<file path="config.mk">
export PLATFORM = sky130hd
export DESIGN_NAME = pulse_width_one_wire_writer_flat
export DESIGN_NICKNAME = d
export VERILOG_FILES = /design/src/rtl/pwow_pkg.sv /design/src/rtl/pwow_if.sv /design/src/rtl/pwow_cfg.sv /design/src/rtl/pwow_front.sv /design/src/rtl/pwow_fifo.sv /design/src/rtl/pwow_back.sv /design/src/rtl/pulse_width_one_wire_writer.sv /design/src/flat_wrapper.sv
export SDC_FILE = /design/constraint.sdc
export NUM_CORES = 1
export LEC_CHECK = 0
export ABC_AREA = 1
export BUFFER_PORTS_ARGS = -buffer_cell sky130_fd_sc_hd__buf_2
export CELL_PAD_IN_SITES_DETAIL_PLACEMENT = 0
export CELL_PAD_IN_SITES_GLOBAL_PLACEMENT = 2
export CORE_UTILIZATION = 37
export DETAILED_ROUTE_END_ITERATION = 10
export PLACE_DENSITY = 0.89
export SKIP_LAST_GASP = 1
export SLEW_MARGIN = 10
export SYNTH_ARGS = -nofsm -noshare
export SYNTH_HDL_FRONTEND = slang
export SYNTH_SLANG_ARGS = --single-unit
</file>
<file path="constraint.sdc">
create_clock -name clk -period 3.7 [get_ports clk]
set_input_delay 0.555 -clock clk [delete_from_list [all_inputs] [get_ports clk]]
set_output_delay 0.555 -clock clk [all_outputs]
set_load 0.02 [all_outputs]
</file>
<file path="src/rtl/pwow_pkg.sv">
// Shared types and constants for the pulse-width one-wire writer.
// Used by every RTL file of the block but pwow_fifo; depends on nothing.
package pwow_pkg;

  localparam int ADDR_BITS = 8;
  localparam int IDX_IN_W  = 3;
  localparam int VAL_IN_W  = 8;
  localparam int TICK_W    = 16;
  localparam int CFG_IDX_W = 3;
  localparam int CFG_DAT_W = 16;

  localparam logic [CFG_IDX_W-1:0] CFG_DEVICE_ADDRESS = 3'd0;
  localparam logic [CFG_IDX_W-1:0] CFG_SHORT_TICKS    = 3'd1;
  localparam logic [CFG_IDX_W-1:0] CFG_LONG_TICKS     = 3'd2;
  localparam logic [CFG_IDX_W-1:0] CFG_START_TICKS    = 3'd3;
  localparam logic [CFG_IDX_W-1:0] CFG_END_TICKS      = 3'd4;

  localparam logic [ADDR_BITS-1:0] RST_DEVICE_ADDRESS = 8'h00;
  localparam logic [TICK_W-1:0]    RST_SHORT_TICKS    = 16'd4;
  localparam logic [TICK_W-1:0]    RST_LONG_TICKS     = 16'd12;
  localparam logic [TICK_W-1:0]    RST_START_TICKS    = 16'd16;
  localparam logic [TICK_W-1:0]    RST_END_TICKS      = 16'd400;

  typedef struct packed {
    logic [ADDR_BITS-1:0] device_address;
    logic [TICK_W-1:0]    short_ticks;
    logic [TICK_W-1:0]    long_ticks;
    logic [TICK_W-1:0]    start_ticks;
    logic [TICK_W-1:0]    end_ticks;
  } cfg_t;

  typedef struct packed {
    logic              line_level;
    logic [TICK_W-1:0] hold_ticks;
    logic              last_segment;
  } seg_t;

endpackage

</file>
<file path="src/rtl/pwow_if.sv">
// Valid/ready channel interfaces for the request and segment streams.
// Depends on pwow_pkg for the field widths.
interface pwow_in_if;
  logic                           valid;
  logic                           ready;
  logic [pwow_pkg::IDX_IN_W-1:0]  reg_index;
  logic [pwow_pkg::VAL_IN_W-1:0]  write_value;

  modport source (output valid, output reg_index, output write_value, input ready);
  modport sink   (input valid, input reg_index, input write_value, output ready);
endinterface

interface pwow_out_if;
  logic                         valid;
  logic                         ready;
  logic                         line_level;
  logic [pwow_pkg::TICK_W-1:0]  hold_ticks;
  logic                         last_segment;

  modport source (output valid, output line_level, output hold_ticks,
                  output last_segment, input ready);
  modport sink   (input valid, input line_level, input hold_ticks,
                  input last_segment, output ready);
endinterface

</file>
<file path="src/rtl/pwow_cfg.sv">
// Configuration register file: device address and the four timing values.
// Depends on pwow_pkg for register indexes, reset values and cfg_t.
module pwow_cfg (
  input  logic                               clk,
  input  logic                               rst_n,
  input  logic                               cfg_we,
  input  logic [pwow_pkg::CFG_IDX_W-1:0]     cfg_index,
  input  logic [pwow_pkg::CFG_DAT_W-1:0]     cfg_wdata,
  output pwow_pkg::cfg_t                     cfg
);

  pwow_pkg::cfg_t cfg_r;
  pwow_pkg::cfg_t cfg_nxt;

  always_comb begin
    cfg_nxt = cfg_r;
    if (cfg_we) begin
      case (cfg_index)
        pwow_pkg::CFG_DEVICE_ADDRESS:
          cfg_nxt.device_address = cfg_wdata[pwow_pkg::ADDR_BITS-1:0];
        pwow_pkg::CFG_SHORT_TICKS: cfg_nxt.short_ticks = cfg_wdata;
        pwow_pkg::CFG_LONG_TICKS:  cfg_nxt.long_ticks  = cfg_wdata;
        pwow_pkg::CFG_START_TICKS: cfg_nxt.start_ticks = cfg_wdata;
        pwow_pkg::CFG_END_TICKS:   cfg_nxt.end_ticks   = cfg_wdata;
        default: ;
      endcase
    end
  end

  always_ff @(posedge clk) begin
    if (!rst_n) begin
      cfg_r.device_address <= pwow_pkg::RST_DEVICE_ADDRESS;
      cfg_r.short_ticks    <= pwow_pkg::RST_SHORT_TICKS;
      cfg_r.long_ticks     <= pwow_pkg::RST_LONG_TICKS;
      cfg_r.start_ticks    <= pwow_pkg::RST_START_TICKS;
      cfg_r.end_ticks      <= pwow_pkg::RST_END_TICKS;
    end else begin
      cfg_r <= cfg_nxt;
    end
  end

  assign cfg = cfg_r;

endmodule

</file>
<file path="src/rtl/pwow_front.sv">
// Request front end: accepts write requests and packs address, index and
// data into one frame word for the queue. Depends on pwow_pkg and pwow_if.
module pwow_front #(
  parameter int INDEX_BITS = 3,
  parameter int DATA_BITS  = 8,
  parameter int FRAME_BITS = pwow_pkg::ADDR_BITS + INDEX_BITS + DATA_BITS
) (
  pwow_in_if.sink                   in_if,
  input  logic [pwow_pkg::ADDR_BITS-1:0] device_address,
  input  logic                      q_full,
  output logic                      q_push,
  output logic [FRAME_BITS-1:0]     q_wdata
);

  logic [INDEX_BITS-1:0] idx_f;
  logic [DATA_BITS-1:0]  val_f;

  // Size casts zero-extend when the field is wider than the request and
  // drop high bits when it is narrower.
  assign idx_f = INDEX_BITS'(in_if.reg_index);
  assign val_f = DATA_BITS'(in_if.write_value);

  assign in_if.ready = !q_full;
  assign q_push      = in_if.valid && !q_full;
  assign q_wdata     = {device_address, idx_f, val_f};

endmodule

</file>
<file path="src/rtl/pwow_fifo.sv">
// Small register FIFO that decouples the request front end from the
// segment sequencer. Self-contained; DEPTH must be a power of two.
module pwow_fifo #(
  parameter int WIDTH = 19,
  parameter int DEPTH = 2
) (
  input  logic             clk,
  input  logic             rst_n,
  input  logic             push,
  input  logic [WIDTH-1:0] wdata,
  input  logic             pop,
  output logic [WIDTH-1:0] rdata,
  output logic             full,
  output logic             not_empty
);

  localparam int PTR_W = (DEPTH > 1) ? $clog2(DEPTH) : 1;
  localparam int CNT_W = $clog2(DEPTH + 1);

  logic [WIDTH-1:0] mem_r [DEPTH];
  logic [PTR_W-1:0] wr_ptr_r, wr_ptr_nxt;
  logic [PTR_W-1:0] rd_ptr_r, rd_ptr_nxt;
  logic [CNT_W-1:0] count_r, count_nxt;

  assign full      = (count_r == CNT_W'(DEPTH));
  assign not_empty = (count_r != '0);
  assign rdata     = mem_r[rd_ptr_r];

  always_comb begin
    wr_ptr_nxt = push ? wr_ptr_r + 1'b1 : wr_ptr_r;
    rd_ptr_nxt = pop  ? rd_ptr_r + 1'b1 : rd_ptr_r;
    count_nxt  = count_r;
    if (push && !pop) begin
      count_nxt = count_r + 1'b1;
    end else if (pop && !push) begin
      count_nxt = count_r - 1'b1;
    end
  end

  always_ff @(posedge clk) begin
    if (!rst_n) begin
      wr_ptr_r <= '0;
      rd_ptr_r <= '0;
      count_r  <= '0;
    end else begin
      wr_ptr_r <= wr_ptr_nxt;
      rd_ptr_r <= rd_ptr_nxt;
      count_r  <= count_nxt;
    end
  end

  always_ff @(posedge clk) begin
    if (push) begin
      mem_r[wr_ptr_r] <= wdata;
    end
  end

endmodule

</file>
<file path="src/rtl/pwow_back.sv">
// Segment sequencer: walks one frame word from the queue and emits one line
// segment per cycle unless stalled, into an output register. Depends on pwow_pkg, pwow_if.
module pwow_back #(
  parameter int FRAME_BITS = 19
) (
  input  logic                  clk,
  input  logic                  rst_n,
  input  pwow_pkg::cfg_t        cfg,
  input  logic                  q_not_empty,
  input  logic [FRAME_BITS-1:0] q_rdata,
  output logic                  q_pop,
  pwow_out_if.source            out_if
);

  localparam int NSEG  = 2 * FRAME_BITS + 3;
  localparam int SEG_W = $clog2(NSEG);
  localparam logic [SEG_W-1:0] SEG_TAIL_LOW = SEG_W'(2 * FRAME_BITS + 1);
  localparam logic [SEG_W-1:0] SEG_LAST     = SEG_W'(2 * FRAME_BITS + 2);

  logic                  busy_r, busy_nxt;
  logic [SEG_W-1:0]      seg_r, seg_nxt;
  logic [FRAME_BITS-1:0] frame_r, frame_nxt;
  logic                  out_valid_r, out_valid_nxt;
  pwow_pkg::seg_t        out_seg_r, out_seg_nxt;

  logic           emit;
  logic           load;
  logic           is_start;
  logic           is_last;
  logic           cur_bit;
  pwow_pkg::seg_t cur_seg;

  assign is_start = (seg_r == '0);
  assign is_last  = (seg_r == SEG_LAST);
  assign cur_bit  = frame_r[FRAME_BITS-1];

  // Bit segments come in pairs: odd counts are the low phase, even the high.
  // A 0 bit holds the low phase long, a 1 bit holds the high phase long.
  always_comb begin
    cur_seg.last_segment = 1'b0;
    if (is_start) begin
      cur_seg.line_level = 1'b1;
      cur_seg.hold_ticks = cfg.start_ticks;
    end else if (seg_r == SEG_TAIL_LOW) begin
      cur_seg.line_level = 1'b0;
      cur_seg.hold_ticks = cfg.short_ticks;
    end else if (is_last) begin
      cur_seg.line_level   = 1'b1;
      cur_seg.hold_ticks   = cfg.end_ticks;
      cur_seg.last_segment = 1'b1;
    end else begin
      cur_seg.line_level = !seg_r[0];
      if (cur_bit != seg_r[0]) begin
        cur_seg.hold_ticks = cfg.long_ticks;
      end else begin
        cur_seg.hold_ticks = cfg.short_ticks;
      end
    end
  end

  assign emit  = busy_r && (!out_valid_r || out_if.ready);
  assign load  = q_not_empty && (!busy_r || (emit && is_last));
  assign q_pop = load;

  always_comb begin
    busy_nxt      = busy_r;
    seg_nxt       = seg_r;
    frame_nxt     = frame_r;
    out_valid_nxt = out_valid_r;
    out_seg_nxt   = out_seg_r;

    if (out_if.ready) begin
      out_valid_nxt = 1'b0;
    end
    if (emit) begin
      out_valid_nxt = 1'b1;
      out_seg_nxt   = cur_seg;
      seg_nxt       = seg_r + 1'b1;
      // The high phase closes a bit, so the next bit moves up to the top.
      if (!is_start && !seg_r[0]) begin
        frame_nxt = frame_r << 1;
      end
      if (is_last) begin
        busy_nxt = 1'b0;
      end
    end
    if (load) begin
      busy_nxt  = 1'b1;
      seg_nxt   = '0;
      frame_nxt = q_rdata;
    end
  end

  always_ff @(posedge clk) begin
    if (!rst_n) begin
      busy_r      <= 1'b0;
      seg_r       <= '0;
      out_valid_r <= 1'b0;
    end else begin
      busy_r      <= busy_nxt;
      seg_r       <= seg_nxt;
      out_valid_r <= out_valid_nxt;
    end
  end

  always_ff @(posedge clk) begin
    frame_r   <= frame_nxt;
    out_seg_r <= out_seg_nxt;
  end

  assign out_if.valid        = out_valid_r;
  assign out_if.line_level   = out_seg_r.line_level;
  assign out_if.hold_ticks   = out_seg_r.hold_ticks;
  assign out_if.last_segment = out_seg_r.last_segment;

endmodule

</file>
<file path="src/rtl/pulse_width_one_wire_writer.sv">
// Top level of the pulse-width one-wire register writer.
// Depends on pwow_pkg, pwow_if, pwow_cfg, pwow_front, pwow_fifo, pwow_back.
//
//   channel  direction  handshake      payload
//   in_if    in         valid/ready    reg_index[2:0], write_value[7:0]
//   out_if   out        valid/ready    line_level, hold_ticks[15:0], last_segment
//   cfg_*    in         cfg_we only    cfg_index[2:0], cfg_wdata[15:0]
//
// Each request yields 2*(8+INDEX_BITS+DATA_BITS)+3 segments (41 by default),
// one per cycle from the sequencer counter while the sink does not stall.
// Requests wait in a two-entry queue, and a queued frame is loaded in the
// same cycle as the last segment of the previous one is emitted.
// Synchronous active-low reset clears the control state and loads the
// default timing registers. A stalled output holds its segment in place.
module pulse_width_one_wire_writer #(
  parameter int INDEX_BITS = 3,
  parameter int DATA_BITS  = 8,
  parameter int Q_DEPTH    = 2
) (
  input  logic                           clk,
  input  logic                           rst_n,
  pwow_in_if.sink                        in_if,
  pwow_out_if.source                     out_if,
  input  logic                           cfg_we,
  input  logic [pwow_pkg::CFG_IDX_W-1:0] cfg_index,
  input  logic [pwow_pkg::CFG_DAT_W-1:0] cfg_wdata
);

  localparam int FRAME_BITS = pwow_pkg::ADDR_BITS + INDEX_BITS + DATA_BITS;

  pwow_pkg::cfg_t        cfg;
  logic                  q_push;
  logic                  q_pop;
  logic                  q_full;
  logic                  q_not_empty;
  logic [FRAME_BITS-1:0] q_wdata;
  logic [FRAME_BITS-1:0] q_rdata;

  pwow_cfg u_cfg (
    .clk       (clk),
    .rst_n     (rst_n),
    .cfg_we    (cfg_we),
    .cfg_index (cfg_index),
    .cfg_wdata (cfg_wdata),
    .cfg       (cfg)
  );

  pwow_front #(
    .INDEX_BITS (INDEX_BITS),
    .DATA_BITS  (DATA_BITS),
    .FRAME_BITS (FRAME_BITS)
  ) u_front (
    .in_if          (in_if),
    .device_address (cfg.device_address),
    .q_full         (q_full),
    .q_push         (q_push),
    .q_wdata        (q_wdata)
  );

  pwow_fifo #(
    .WIDTH (FRAME_BITS),
    .DEPTH (Q_DEPTH)
  ) u_fifo (
    .clk       (clk),
    .rst_n     (rst_n),
    .push      (q_push),
    .wdata     (q_wdata),
    .pop       (q_pop),
    .rdata     (q_rdata),
    .full      (q_full),
    .not_empty (q_not_empty)
  );

  pwow_back #(
    .FRAME_BITS (FRAME_BITS)
  ) u_back (
    .clk         (clk),
    .rst_n       (rst_n),
    .cfg         (cfg),
    .q_not_empty (q_not_empty),
    .q_rdata     (q_rdata),
    .q_pop       (q_pop),
    .out_if      (out_if)
  );

endmodule

</file>
<file path="src/flat_wrapper.sv">
// flat-port wrapper written by rule: the top's interface ports become plain ports
module pulse_width_one_wire_writer_flat 
#(
  parameter int INDEX_BITS = 3,
  parameter int DATA_BITS  = 8,
  parameter int Q_DEPTH    = 2
)
  (clk, rst_n, cfg_we, cfg_index, cfg_wdata, in_if_valid, in_if_reg_index, in_if_write_value, in_if_ready, out_if_valid, out_if_line_level, out_if_hold_ticks, out_if_last_segment, out_if_ready);
  pwow_in_if in_if_i ();
  pwow_out_if out_if_i ();
  input  logic clk;
  input  logic rst_n;
  input  logic cfg_we;
  input  logic [pwow_pkg::CFG_IDX_W-1:0] cfg_index;
  input  logic [pwow_pkg::CFG_DAT_W-1:0] cfg_wdata;
  input wire logic [$bits(in_if_i.valid)-1:0] in_if_valid;
  input wire logic [$bits(in_if_i.reg_index)-1:0] in_if_reg_index;
  input wire logic [$bits(in_if_i.write_value)-1:0] in_if_write_value;
  output wire logic [$bits(in_if_i.ready)-1:0] in_if_ready;
  output wire logic [$bits(out_if_i.valid)-1:0] out_if_valid;
  output wire logic [$bits(out_if_i.line_level)-1:0] out_if_line_level;
  output wire logic [$bits(out_if_i.hold_ticks)-1:0] out_if_hold_ticks;
  output wire logic [$bits(out_if_i.last_segment)-1:0] out_if_last_segment;
  input wire logic [$bits(out_if_i.ready)-1:0] out_if_ready;
  assign in_if_i.valid = in_if_valid;
  assign in_if_i.reg_index = in_if_reg_index;
  assign in_if_i.write_value = in_if_write_value;
  assign in_if_ready = in_if_i.ready;
  assign out_if_valid = out_if_i.valid;
  assign out_if_line_level = out_if_i.line_level;
  assign out_if_hold_ticks = out_if_i.hold_ticks;
  assign out_if_last_segment = out_if_i.last_segment;
  assign out_if_i.ready = out_if_ready;
  pulse_width_one_wire_writer #(.INDEX_BITS(INDEX_BITS), .DATA_BITS(DATA_BITS), .Q_DEPTH(Q_DEPTH)) u_core (.clk(clk), .rst_n(rst_n), .in_if(in_if_i), .out_if(out_if_i), .cfg_we(cfg_we), .cfg_index(cfg_index), .cfg_wdata(cfg_wdata));
endmodule
</file>
==> run summary <==
### STA
* 23.14% — Slew HR
* 0 — hold violation total from the final report
* 1151 ps — Slew @ Worst Pin
* 12.93 ps — Worst Skew
* 0 — total count of max-transition violations in the final report
* 2466 ps — Tmin final
* no — unrepaired setup endpoints after global routing
* 0 — final setup violation count
* 0.4055 GHz — maximum clock frequency
* 66.66% — final worst-path cycle share
* 0 ps — Total Neg Setup Slack

### GRT
* 0 — global route overflow
* 63 — maximum number of pins on one net before global-route repair
* 25070 um — first-pass GRT wire length
* 18.01% — GRT Overall Usage
* 4762 — vias in the first global route
* 0 — initial antenna violation count

### Floorplanning
* 135.7 um — Die Y
* 55 — number of top-level pins
* 18420 um2 — Die ar.
* 48 — standard-cell rows
* 135.7 um — x dimension of the die
* 17360 um2 — area of the core
* 38.11% — Initial Utilization

### Route
* 392 — number of DRC violations after detailed-routing iteration 0
* 15550 um — aggregate routed wire length
* 0 — final routed DRC violation total
* 4.941 — mean number of vias per cell
* 4901 — detailed-route via count
* 15.67 um — post-DR wirelength/cell
* 0 — post-route ant nets
* 4 — number of detailed-route iterations in the first pass

### Critical path
* 4010 ps — CP required
* 38 — maximum fanout along the worst path
* 480 ps — CP peak stage delay
* inv_2, ha_1, nand3_1, nor2_2, nand2_1, nand2_2, nand2_2, buf_4, ha_1, a21oi_1, o21ai_0, o21ai_0, a21oi_1 — cells along the critical path
* flip-flop — crit path capture type
* flip-flop — startpoint kind of the worst setup timing path
* reg2reg — Worst Path Class, Setup
* 2770 ps — Arr. time, crit path
* dfxtp_1 — Worst path slowest cell

### Synthesis
* 59.77% — Seq/Total Area, Yosys
* 701 — post-synthesis instance total
* 29 — post-synthesis cell type count
* 9.437 um2 — Avg Inst Size Synth
* 0 — yosys warns
* 160 — Yosys reg bits
* 739 — number of nets produced by synthesis
* 6615 um2 — Syn Std Cell Area

### CTS
* 0 — number of buffers added to fix hold violations after cts
* clkbuf_16 — root buffer cell
* 0 — buffer count from post-CTS setup fixing
* 0 — Resized Gates After CTS
* 17 — TritonCTS Buffers
* 2 — deepest clock path buffer count
* 160 — number of clock sinks seen by CTS
* built — TritonCTS clock tree
* 70 ps — Reg clk slew, reported paths
* 430 ps — Clock Latency Late Sink
* 4 — number of H-tree levels

### Pwr
* 323.9 uV — VDD IR-drop max
* 2.996 nW — Leakage
* 723.4 nW/um2 — power per unit of standard cell area

### Hold path
* in2reg — Hold Path Class

### Placement
* 54 — number of port buffers
* 9534 um — DPL Wire Length
* 7069 um2 — area post-placement
* 0.8084 — gp weighted congestion

### Layout
* 792 — Post-layout nets
* 15.68% — area growth from synthesis to layout
* 0 — final antenna diode count
* 7652 um2 — area of all placed cells without fillers
* 17.99% — share of cells above drive strength 1
* nand2_1 — leading cell type in the layout, fill and taps excluded
* 1663 — filler cell count
* nand2_1, nor2_1, dfxtp_1, edfxtp_1, a21oi_1 — commonest non-fill, non-tap cells in the layout

### Run
* 0 — Max-cap violations

### Outcome
* finished, final reports clean — outcome

[routing by layer]
layer  routed length, um  up-vias  GRT usage (%)
li1                    -     2464              -
met2                7347      118          29.08
met3                 780       11          3.741
met5                   0        -              0
met1                7294     2308          23.99
met4                 126        0          5.868
[registers in the layout (all words and copies together) (netlist names), named ones only]
register / flops
u_core.u_fifo.count_r: 2
u_core.u_fifo.mem_r: 38
u_core.u_back.seg_r: 6
u_core.u_fifo.rd_ptr_r: 1
u_core.u_back.out_if.last_segment: 1
u_core.u_back.busy_r: 1
u_core.u_cfg.cfg: 72
u_core.u_back.frame_r: 19
u_core.u_back.out_if.valid: 1
u_core.u_back.out_if.hold_ticks: 16
u_core.u_back.out_if.line_level: 1
u_core.u_fifo.wr_ptr_r: 1
[cell usage after synthesis]
library cell | count | area (um2)
inv_2 | 5 | 18.77
inv_1 | 36 | 135.1
a21oi_2 | 10 | 87.58
o211ai_1 | 3 | 22.52
nor2_4 | 2 | 22.52
dfxtp_1 | 85 | 1702
mux2i_1 | 19 | 190.2
nor2_1 | 107 | 401.6
buf_4 | 6 | 45.04
xor2_1 | 3 | 26.28
inv_6 | 1 | 8.760
buf_6 | 3 | 33.78
buf_12 | 1 | 20.02
nand4_1 | 1 | 6.260
a21oi_1 | 74 | 370.4
nand3_1 | 19 | 95.09
o21ai_0 | 56 | 280.3
edfxtp_1 | 75 | 2252
o21ai_1 | 16 | 80.08
nand2_2 | 4 | 25.02
buf_2 | 12 | 60.06
nor2_2 | 2 | 12.51
o31ai_1 | 1 | 7.510
o21ai_2 | 2 | 17.52
nand2_1 | 131 | 491.7
clkbuf_1 | 11 | 41.29
clkinv_1 | 1 | 3.750
ha_1 | 3 | 37.54
nand3_2 | 12 | 120.1
[report_power, final]
part	leakage [nW]	switching [mW]	internal [mW]	total, mW
combinational	1.31	0.929	0.427	1.36
sequential	1.40	0.161	2.30	2.46
clock	0.287	0.812	0.910	1.72
[cell type report]
type,instances,area [um2],share of cell area (%)
clock inverter,15,157.7,2.060
clock buffer,17,425.4,5.559
timing repair buffer,67,367.9,4.807
inverter,43,166.4,2.175
multi-input combinational,465,2300,30.05
sequential,160,3954,51.67
tap,225,281.5,3.679
[per-stage QoR]
step	total power [mW]	instances	hold slack, ps	setup WS, ps	utilization (%)
detailed placement	3.856	960	447.9	1230	40.73
floorplan	3.462	701	426.3	713.2	-
finish	5.535	992	315.3	1234	44.09
global route	5.837	992	293.1	991.6	44.09
CTS	5.592	992	292.3	1239	44.09
global placement	3.819	960	440.5	1275	40.73
[cell families after synthesis]
logic type | count (synthesis) | synth area share, %
DFF | 160 | 59.77
and+or+nand+nor | 278 | 17.76
xor gates and xnor gates | 3 | 0.3973
muxes | 19 | 2.875
buffers and inverters | 76 | 5.542
AOI/OAI and AO/OA | 162 | 13.09
adders and majority gates | 3 | 0.5675
[final timing paths]
path	start	endpoint	slack [ps]	cells past startpoint
worst min register to register	u_core.u_cfg.cfg[9]	u_core.u_cfg.cfg[9]	450	2
worst min-delay path	in_if_write_value[1]	u_core.u_fifo.mem_r[1][1]	320	1
worst max register to register	u_core.u_back.seg_r[0]	u_core.u_fifo.count_r[1]	1230	13
worst max-delay path	u_core.u_back.seg_r[0]	u_core.u_fifo.count_r[1]	1230	13
[worst max-delay path: cells and delay by family (launching register included)]
kind / cells / cell delay (ps)
AO/OA/AOI/OAI: 4 / 430
AND/OR/NAND/NOR: 5 / 410
buffers and inverters: 2 / 470
adder cells (fa/ha/maj): 2 / 550
flip-flops: 1 / 480
Power figures use the tool's default switching activity.
